**src/sv/assert_macros.svh**
```systemverilog
// assertion macros used by the top level rtl file
`ifndef ASSERT_MACROS_SVH
`define ASSERT_MACROS_SVH

// same-cycle implication, sampled on clk, off while rst_n is low
`define SQW_ASSERT_IMPLIES(name, ante, cons) \
  name: assert property (@(posedge clk) disable iff (!rst_n) (ante) |-> (cons)) \
    else $error("same-cycle check failed");

// next-cycle implication, sampled on clk, off while rst_n is low
`define SQW_ASSERT_NEXT(name, ante, cons) \
  name: assert property (@(posedge clk) disable iff (!rst_n) (ante) |=> (cons)) \
    else $error("next-cycle check failed");

`endif

```
**src/sv/sqw_pkg.sv**
```systemverilog
// types, constants and constant tables of the square wave partial sum unit
package sqw_pkg;

  localparam int MAX_TERMS      = 64;
  localparam int PHASE_BITS     = 16;
  localparam int SINE_ADDR_BITS = 10;
  localparam int OUT_FRAC_BITS  = 16;

  localparam int PHASE_W = 16;
  localparam int TC_W    = 7;
  localparam int OUT_W   = 18;
  localparam logic [TC_W-1:0] TC_RESET = 7'd15;

  localparam int NUM_CELLS  = (MAX_TERMS + 1) / 2;
  localparam int CELL_IDX_W = (NUM_CELLS > 1) ? $clog2(NUM_CELLS) : 1;
  localparam int NT_W       = $clog2(NUM_CELLS + 1);
  localparam int CYC_W      = $clog2(NUM_CELLS + 6);

  localparam int ADDR_TOT  = SINE_ADDR_BITS + 2;
  localparam int QUARTER   = 2 ** SINE_ADDR_BITS;
  localparam int TABLE_LEN = QUARTER + 1;
  localparam int IDX_W     = SINE_ADDR_BITS + 1;

  localparam int SINE_W = 31;
  localparam int COEF_W = 31;
  localparam int PROD_W = SINE_W + COEF_W;
  localparam int TERM_W = PROD_W - 30;
  localparam int ACC_W  = TERM_W + CELL_IDX_W + 2;

  localparam int OUT_SH     = 30 - OUT_FRAC_BITS;
  localparam int ROUND_HALF = (1 << OUT_SH) >> 1;
  localparam int OUT_MAX    = 2 ** (OUT_W - 1) - 1;

  localparam logic [63:0] Q30_ONE          = 64'd1073741824;
  localparam logic [63:0] HALFPI_Q30       = 64'd1686629713;
  localparam logic [63:0] FOUR_OVER_PI_Q30 = 64'd1367130551;

  typedef logic [PHASE_BITS-1:0] phase_t;
  typedef logic [SINE_W-1:0]     sine_t;
  typedef logic [COEF_W-1:0]     coef_t;
  typedef logic signed [ACC_W-1:0] acc_t;

  typedef sine_t sine_tab_t [TABLE_LEN];
  typedef coef_t coef_tab_t [NUM_CELLS];
  typedef int    int_tab_t  [NUM_CELLS];
  typedef logic [63:0] taylor_tab_t [9];

  localparam taylor_tab_t TAYLOR_DIV = '{64'd6, 64'd20, 64'd42, 64'd72, 64'd110,
                                         64'd156, 64'd210, 64'd272, 64'd342};

  // folded sine lookup of one harmonic phase
  typedef struct packed {
    logic             neg;
    logic [IDX_W-1:0] idx;
  } cell_tap_t;

  // one harmonic handed to the multiply-accumulate pipe
  typedef struct packed {
    logic                  vld;
    logic                  neg;
    logic [IDX_W-1:0]      idx;
    logic [CELL_IDX_W-1:0] harm;
  } issue_t;

  function automatic sine_tab_t sine_table();
    sine_tab_t         tab;
    logic [63:0]       x;
    logic [63:0]       t;
    logic signed [63:0] acc;
    logic              neg;
    for (int k = 0; k < TABLE_LEN; k++) begin
      x = (64'(k) * HALFPI_Q30 + (64'd1 << (SINE_ADDR_BITS - 1))) >> SINE_ADDR_BITS;
      t = x;
      acc = $signed(x);
      neg = 1'b1;
      for (int m = 0; m < 9; m++) begin
        t = (t * x) >> 30;
        t = ((t * x) >> 30) / TAYLOR_DIV[m];
        if (neg) begin
          acc = acc - $signed(t);
        end else begin
          acc = acc + $signed(t);
        end
        neg = !neg;
      end
      if (acc < 0) begin
        acc = '0;
      end
      if (acc > $signed(Q30_ONE)) begin
        acc = $signed(Q30_ONE);
      end
      tab[k] = acc[SINE_W-1:0];
    end
    return tab;
  endfunction

  function automatic int_tab_t harm_numbers();
    int_tab_t tab;
    for (int j = 0; j < NUM_CELLS; j++) begin
      tab[j] = 2 * j + 1;
    end
    return tab;
  endfunction

  localparam int_tab_t HARM_NUM = harm_numbers();

  function automatic coef_tab_t coef_table();
    coef_tab_t   tab;
    logic [63:0] c;
    for (int j = 0; j < NUM_CELLS; j++) begin
      c = (FOUR_OVER_PI_Q30 + 64'(j)) / HARM_NUM[j];
      tab[j] = c[COEF_W-1:0];
    end
    return tab;
  endfunction

endpackage

```
**src/sv/sqw_cell.sv**
```systemverilog
// one harmonic cell: holds an odd harmonic phase and folds it to a quarter-wave index
module sqw_cell (
  input  logic               clk,
  input  logic               en,
  input  sqw_pkg::phase_t    ph_in,
  input  sqw_pkg::phase_t    step,
  output sqw_pkg::phase_t    ph_out,
  output sqw_pkg::cell_tap_t tap
);
  import sqw_pkg::*;

  phase_t                       ph_r;
  logic [PHASE_BITS+ADDR_TOT-1:0] wide;
  logic [ADDR_TOT-1:0]          addr;
  logic [SINE_ADDR_BITS-1:0]    k;
  logic [1:0]                   quad;

  always_ff @(posedge clk) begin
    if (en) begin
      ph_r <= ph_in + step;
    end
  end

  assign wide = {ph_r, {ADDR_TOT{1'b0}}};
  assign addr = wide[PHASE_BITS+ADDR_TOT-1 -: ADDR_TOT];
  assign k    = addr[SINE_ADDR_BITS-1:0];
  assign quad = addr[ADDR_TOT-1 -: 2];

  assign ph_out  = ph_r;
  assign tap.neg = quad[1];
  assign tap.idx = quad[0] ? (IDX_W'(QUARTER) - {1'b0, k}) : {1'b0, k};

endmodule

```
**config.mk**
```make
export PLATFORM = sky130hd
export DESIGN_NAME = sqw_cell
export DESIGN_NICKNAME = d
export VERILOG_FILES = /design/src/sv/assert_macros.svh /design/src/sv/sqw_pkg.sv /design/src/sv/sqw_cell.sv
export SDC_FILE = /design/constraint.sdc
export NUM_CORES = 1
export LEC_CHECK = 0
export BUFFER_PORTS_ARGS = -buffer_cell sky130_fd_sc_hd__buf_4
export CORE_AREA = 2 2 59 61
export CTS_CLUSTER_SIZE = 20
export DETAILED_ROUTE_END_ITERATION = 10
export DIE_AREA = 0 0 61 63
export PLACE_DENSITY_LB_ADDON = 0.3
export SLEW_MARGIN = 20
export SYNTH_ARGS = -nofsm -noshare
export SYNTH_HDL_FRONTEND = slang
export SYNTH_SLANG_ARGS = --single-unit
```
**constraint.sdc**
```tcl
create_clock -name clk -period 6 [get_ports clk]
set_input_delay 1.2 -clock clk [delete_from_list [all_inputs] [get_ports clk]]
set_output_delay 1.2 -clock clk [all_outputs]
set_load 0.05 [all_outputs]
```
# ---- Word level (Yosys, flattened, before mapping)
# Index checks and enable logic that the tools add are counted.
dict set report totals {
  elab_cells 4
  regBits 16
}
dict set report op_classes {
  muxes 1
  add_sub_neg 2
}
# cell n
set op_table {}
lappend op_table {{adder 16 bit} 1}
lappend op_table {{2-to-1 mux 11 bit} 1}
lappend op_table {{subtractor 11 x 10 -> 11 bit, first input constant} 1}

# ---- Logic depth before layout (Yosys ltp)
# Gate-level depths: netlist of run 1.
dict set report logic_depth {
  depth_word 2
  depth_mapped 7
}

# ---- Worst setup path before layout of run 1
# No wires, ideal clock.
dict set report synth_timing {
  path_kind {reg2out}
  start {register ph_r[5], in the netlist ph_out[5]}
  end {output tap[10] (netlist bit)}
  t_arrival_ps 2771
  path_slack_ps 2029
  stages_incl_launch_ff 6
  n_path_buf 0
  path_cell_list {edfxtp_1 > inv_1 > ha_1 > nand2_1 > or3_1 > nor4_1}
}
# element line
set synth_lines {}
lappend synth_lines {{start, declared} sqw_cell.sv:12} ;# phase_t ph_r;
lappend synth_lines {{start signal, assigned} sqw_cell.sv:20} ;# ph_r <= ph_in + step;
lappend synth_lines {{end, declared} sqw_cell.sv:8} ;# output sqw_pkg::cell_tap_t tap

==> results of run 1 <==
[through the flow]
step                instance area (sq um)  worst slack [ns]
finish                               2010              2.81
global route                         2010              2.64
CTS                                  2010              2.79
detailed placement                   1980              2.82
global placement                     1980              2.86
floorplan                            1490              2.03
[worst max-delay path: stages (launching register included)]
cell and delay (ns):
edfxtp_1 0.43, inv_1 0.10, ha_1 0.15, nand2_1 0.06
or3_1 0.35, o31ai_1 0.25, xnor2_1 0.15, buf_4 0.21
[how the worst min path moves through the flow]
stage | end | depth (start not counted) | slack [ns]
after floorplan | ph_out[0] | 0 | 1.31
after global placement | ph_out[0] | 2 | 1.50
after detailed placement | ph_out[0] | 2 | 1.50
after CTS | ph_out[0] | 2 | 1.20
after global routing | ph_out[0] | 2 | 1.20
final | ph_out[0] | 2 | 1.21
[kinds of logic after synthesis]
| family | after synthesis | synth area share |
|---|---|---|
| buffers and inverters | 17 | 0.0477 |
| AOI/OAI and AO/OA | 44 | 0.212 |
| adders and majority gates | 17 | 0.147 |
| xor gates and xnor gates | 18 | 0.106 |
| and+or+nand+nor | 47 | 0.166 |
| DFF | 16 | 0.322 |
[routing by layer]
layer  vias up  track usage
met5         -            0
met4         0       0.0897
met3         6       0.0145
met2        54        0.290
met1       605        0.216
li1        712            -
[Yosys cell counts (2+ instances only)]
cell type / n / area [sq um]
a21o_1: 2 / 15.0
a21oi_1: 14 / 70.1
a311o_1: 3 / 30.0
a311oi_1: 2 / 17.5
and2_4: 2 / 17.5
buf_4: 2 / 15.0
clkbuf_1: 3 / 11.3
edfxtp_1: 16 / 480
ha_1: 16 / 200
inv_1: 12 / 45.0
nand2_1: 14 / 52.6
nand2b_1: 2 / 12.5
nand3_1: 5 / 25.0
nor2_1: 8 / 30.0
nor3_1: 2 / 10.0
nor3b_1: 2 / 15.0
o211ai_1: 2 / 15.0
o21ai_0: 8 / 40.0
o311ai_0: 2 / 17.5
o31ai_1: 2 / 15.0
or3_1: 3 / 18.8
xnor2_1: 14 / 123
xor2_1: 4 / 35.0
[cell type report]
type / instances / share of cell area
Timing Repair Buffer: 61 / 0.228
Sequential cell: 16 / 0.239
Clock buffer: 3 / 0.0112
Multi-Input combinational cell: 126 / 0.469
Clock inverter: 1 / 0.00187
Tap cell: 46 / 0.0286
Inverter: 12 / 0.0224
[power groups by stage]
stage	registers (W)	clock network, W	logic, W
6_report	0.000164	0.0000545	0.000347
3_5_place_dp	0.000167	0	0.000348
5_1_grt	0.000168	0.0000622	0.000371
2_1_floorplan	0.000223	0	0.000194
3_3_place_gp	0.000167	0	0.000345
4_1_cts	0.000165	0.0000563	0.000349
==> flow_metrics.tcl, run 1 <==
set metrics [dict create \
    slew_viol_final 0 \
    p_leak_nw 0.890 \
    die_h_microns 63 \
    multiInputGateArea_sq_um 942 \
    cts-htree-levels 1 \
    ctsHoldBuffers 0 \
    tightestPinTransition_ns 0.425 \
    ir_worst_vdd_mv 0.0772 \
    worstPathArrival_ns 1.99 \
    cts_made_buffers 3 \
    placed_cells 261 \
    power_frac_seq 0.290 \
    p_per_area_mw_per_mm2 282 \
    fin_nets 271 \
    rsz0062_at_grt "no" \
    hpwl_microns 2670 \
    layout_commonest_cell "buf_4" \
    gr-total-overflow 0 \
    cts_setup_buffers 0 \
    cts_resized 0 \
    via_per_inst 5.20 \
    cts_tree "built" \
    cp-start-kind "flop" \
    firstDrtPassIters 4 \
    hp-class "input pin to flop" \
    hold_violations 0 \
    combPwrFrac 0.614 \
    synthCells 159 \
    initial_core_util 0.462 \
    cp-endpoint "tap[8]" \
    grt_pass1_vias 1264 \
    track_usage 0.174 \
    syn_nets 210 \
    synthDistinctLibCells 42 \
    ys_ff_latch 16 \
    synth_area_per_cell_sq_um 9.40 \
    cp.required_ns 4.80 \
    wl_per_cell_microns 11.4 \
    core-area_sq_mm 0.00323 \
    drv_cap 0 \
    vias 1377 \
    crit_type "flop to primary output" \
    synth-edff-count 16 \
    route.met3.wl_microns 151 \
    ios 62 \
    regArea_sq_um 480 \
    setup_viol 0 \
    syn_area_sq_mm 0.00149 \
    clk_pin_slew_worst_paths_ns 0.09 \
    slew-limit-headroom 0.715 \
    wl_met1_microns 1320 \
    largest_reg_flops 16 \
    remaining_drc_errors 0 \
    die_x_microns 61 \
    routabilityCongestion 0.804 \
    crit_fanout 4 \
    status "finished clean" \
    fillers 297 \
    clkPwrFrac 0.096 \
    total_power_w 0.000566 \
    period_minus_slack_ns 3.19 \
    antenna_cells 0 \
    fin_crit_sh 0.531 \
    dieArea_sq_mm 0.00384 \
    yosysSeqAreaShare 0.322 \
    endpoint_kind "primary output" \
    hold_slack_ns 1.21 \
    row_count 21 \
    cts-root-buf "clkbuf_4" \
    async_flop_share 0 \
    cts_buffer_depth 2 \
    final_cell_mix "buf_4 (61), ha_1 (16), edfxtp_1 (16)" \
    antenna_left 0 \
    drive_gt1_frac 0.329 \
    synthFlopType "edfxtp_1" \
    switching_share 0.484 \
    grt_first_pass_wirelength_microns 5200 \
    fin_cells 265 \
    min_from "step[0]" \
    fin_util 0.622 \
    portBuffers 61 \
    grt_start_max_net_pins 17 \
    cts_sinks 16 \
    drtIter0Drc 65 \
    antenna_found_initial 0 \
    syn_to_final_growth_pct 34.5 \
    crit_start "ph_out[4]" \
    power_switching_w 0.000274 \
    wirelength_microns 3030 \
    p_int_w 0.000292 \
    yosys_warnings 0 \
    fmax_ghz 0.314 \
    wl_met2_microns 1510 \
    highest_layer "met4" \
    finalSetupTns_ns 0 \
]
Note: power is estimated with default switching activity, not from simulation.
==> run 2, diff against run 1 <==
==> constraint.sdc (replaced) <==
create_clock -name clk -period 3.2 [get_ports clk]
set_input_delay 0.64 -clock clk [delete_from_list [all_inputs] [get_ports clk]]
set_output_delay 0.64 -clock clk [all_outputs]
set_load 0.05 [all_outputs]
==> run 2 against run 1 <==
Sequential share of layout area is 0.074 points lower. Cell count unchanged. Clock-buffer cell count unchanged. Sequential power grew 88%. Flip-flop and latch count did not move. Clock power is 83% higher. Global-route usage grew 0.075 points. Worst hold slack worse by 0.55 ns. Critical path depth unchanged. Wire length decreased by 0.33%. Cell area is 0.31% higher. Critical path type unchanged. Highest routed layer unchanged.
==> flow_metrics.tcl, run 2 (synthesis results as in run 1) <==
set metrics [dict create \
    final_area_sq_mm 0.00202 \
    slew-limit-headroom 0.673 \
    ir_worst_vdd_mv 0.149 \
    gr-total-overflow 0 \
    remaining_drc_errors 0 \
    die_h_microns 63 \
    cts_resized 0 \
    placed_area_sq_mm 0.00199 \
    drive_gt1_frac 0.333 \
    final_cell_mix "buf_4 (61), ha_1 (16), edfxtp_1 (16)" \
    cpLargestDelayFamily "flip-flops" \
    p_leak_nw 0.890 \
    crit_fanout 4 \
    fin_nets 271 \
    cts_tree "built" \
    hpwl_microns 2640 \
    hp-class "input pin to flop" \
    slew_viol_final 0 \
    dieArea_sq_mm 0.00384 \
    fin_crit_sh 0.820 \
    row_count 21 \
    crit_type "flop to primary output" \
    antenna_found_initial 0 \
    finalSetupTns_ns 0 \
    cts_made_buffers 3 \
    rsz0062_at_grt "no" \
    firstDrtPassIters 4 \
    drv_cap 0 \
    grt_pass1_vias 1273 \
    ios 62 \
    wirelength_microns 3020 \
    syn_to_final_growth_pct 34.9 \
    cts_sinks 16 \
    antenna_cells 0 \
    cts_setup_buffers 0 \
    cp-endpoint "tap[8]" \
    hold_violations 0 \
    largest_reg_flops 16 \
    portBuffers 61 \
    grt_first_pass_wirelength_microns 5200 \
    crit_buf_inv 2 \
    tightestPinTransition_ns 0.489 \
    vias 1360 \
    cts-htree-levels 1 \
    status "finished clean" \
    cp-start-kind "flop" \
    routabilityCongestion 0.786 \
    crit_cells 7 \
    worstPathArrival_ns 1.99 \
    antenna_left 0 \
    fmax_ghz 0.381 \
    via_per_inst 5.13 \
    cts_buffer_depth 2 \
    slowest_delay_ns 0.43 \
    wl_per_cell_microns 11.4 \
    drtIter0Drc 52 \
    period_minus_slack_ns 2.63 \
    cts-root-buf "clkbuf_4" \
    setup_viol 0 \
    path_cells "inv_1, ha_1, nand2_1, or3_1, o31ai_1, xnor2_1, buf_4" \
    die_x_microns 61 \
    layout_commonest_cell "buf_4" \
    ctsHoldBuffers 0 \
    grt_start_max_net_pins 17 \
    clk_pin_slew_worst_paths_ns 0.08 \
    cp.required_ns 2.56 \
    endpoint_kind "primary output" \
    core-area_sq_mm 0.00323 \
    cp_slowest_cell "edfxtp_1" \
    crit_start "ph_out[4]" \
    track_usage 0.175 \
    hold_slack_ns 0.662 \
    initial_core_util 0.462 \
    p_per_area_mw_per_mm2 526 \
]
-- run 2: cell counts in the layout (fill, tap and decap cells not counted) --
Identical to the previous run, type by type.
-- run 2: area by class of cell --
type	instances	area, sq um
Multi-Input combinational cell	126	948
Timing Repair Buffer	61	458
Tap cell	46	57.6
Clock inverter	1	3.75
Inverter	12	45.0
Clock buffer	3	22.5
Fill cell	286	1220
Sequential cell	16	480
-- run 2: stage by stage --
step / worst slack [ns] / power, W / util / cells
floorplan: 0.370 / 0.000782 / - / 159
global placement: 0.622 / 0.000960 / 0.616 / 261
detailed placement: 0.607 / 0.000968 / 0.616 / 261
CTS: 0.554 / 0.00107 / 0.624 / 265
global route: 0.347 / 0.00113 / 0.624 / 265
finish: 0.575 / 0.00106 / 0.624 / 265
-- run 2: worst min-delay path by stage --
stage	startpoint	to	slack (ns)	cells after the start
after floorplan	en	ph_out[0]	0.75	0
after global placement	step[0]	ph_out[0]	0.93	2
after detailed placement	step[0]	ph_out[0]	0.94	2
after CTS	step[0]	ph_out[0]	0.65	2
after global routing	step[0]	ph_out[0]	0.66	2
final	step[0]	ph_out[0]	0.66	2
-- run 2: report_power, final --
part	internal [W]	switching [W]	total [W]
clock	0.0000451	0.0000547	0.0000998
combinational	0.000226	0.000428	0.000653
sequential	0.000276	0.0000313	0.000308
-- run 2: routing by layer --
metal | GRT usage | up-vias | routed length (microns)
met1 | 0.230 | 593 | 1370
met2 | 0.282 | 56 | 1450
li1 | - | 707 | -
met5 | 0 | - | 0
met4 | 0.0897 | 0 | 31
met3 | 0.00828 | 4 | 177
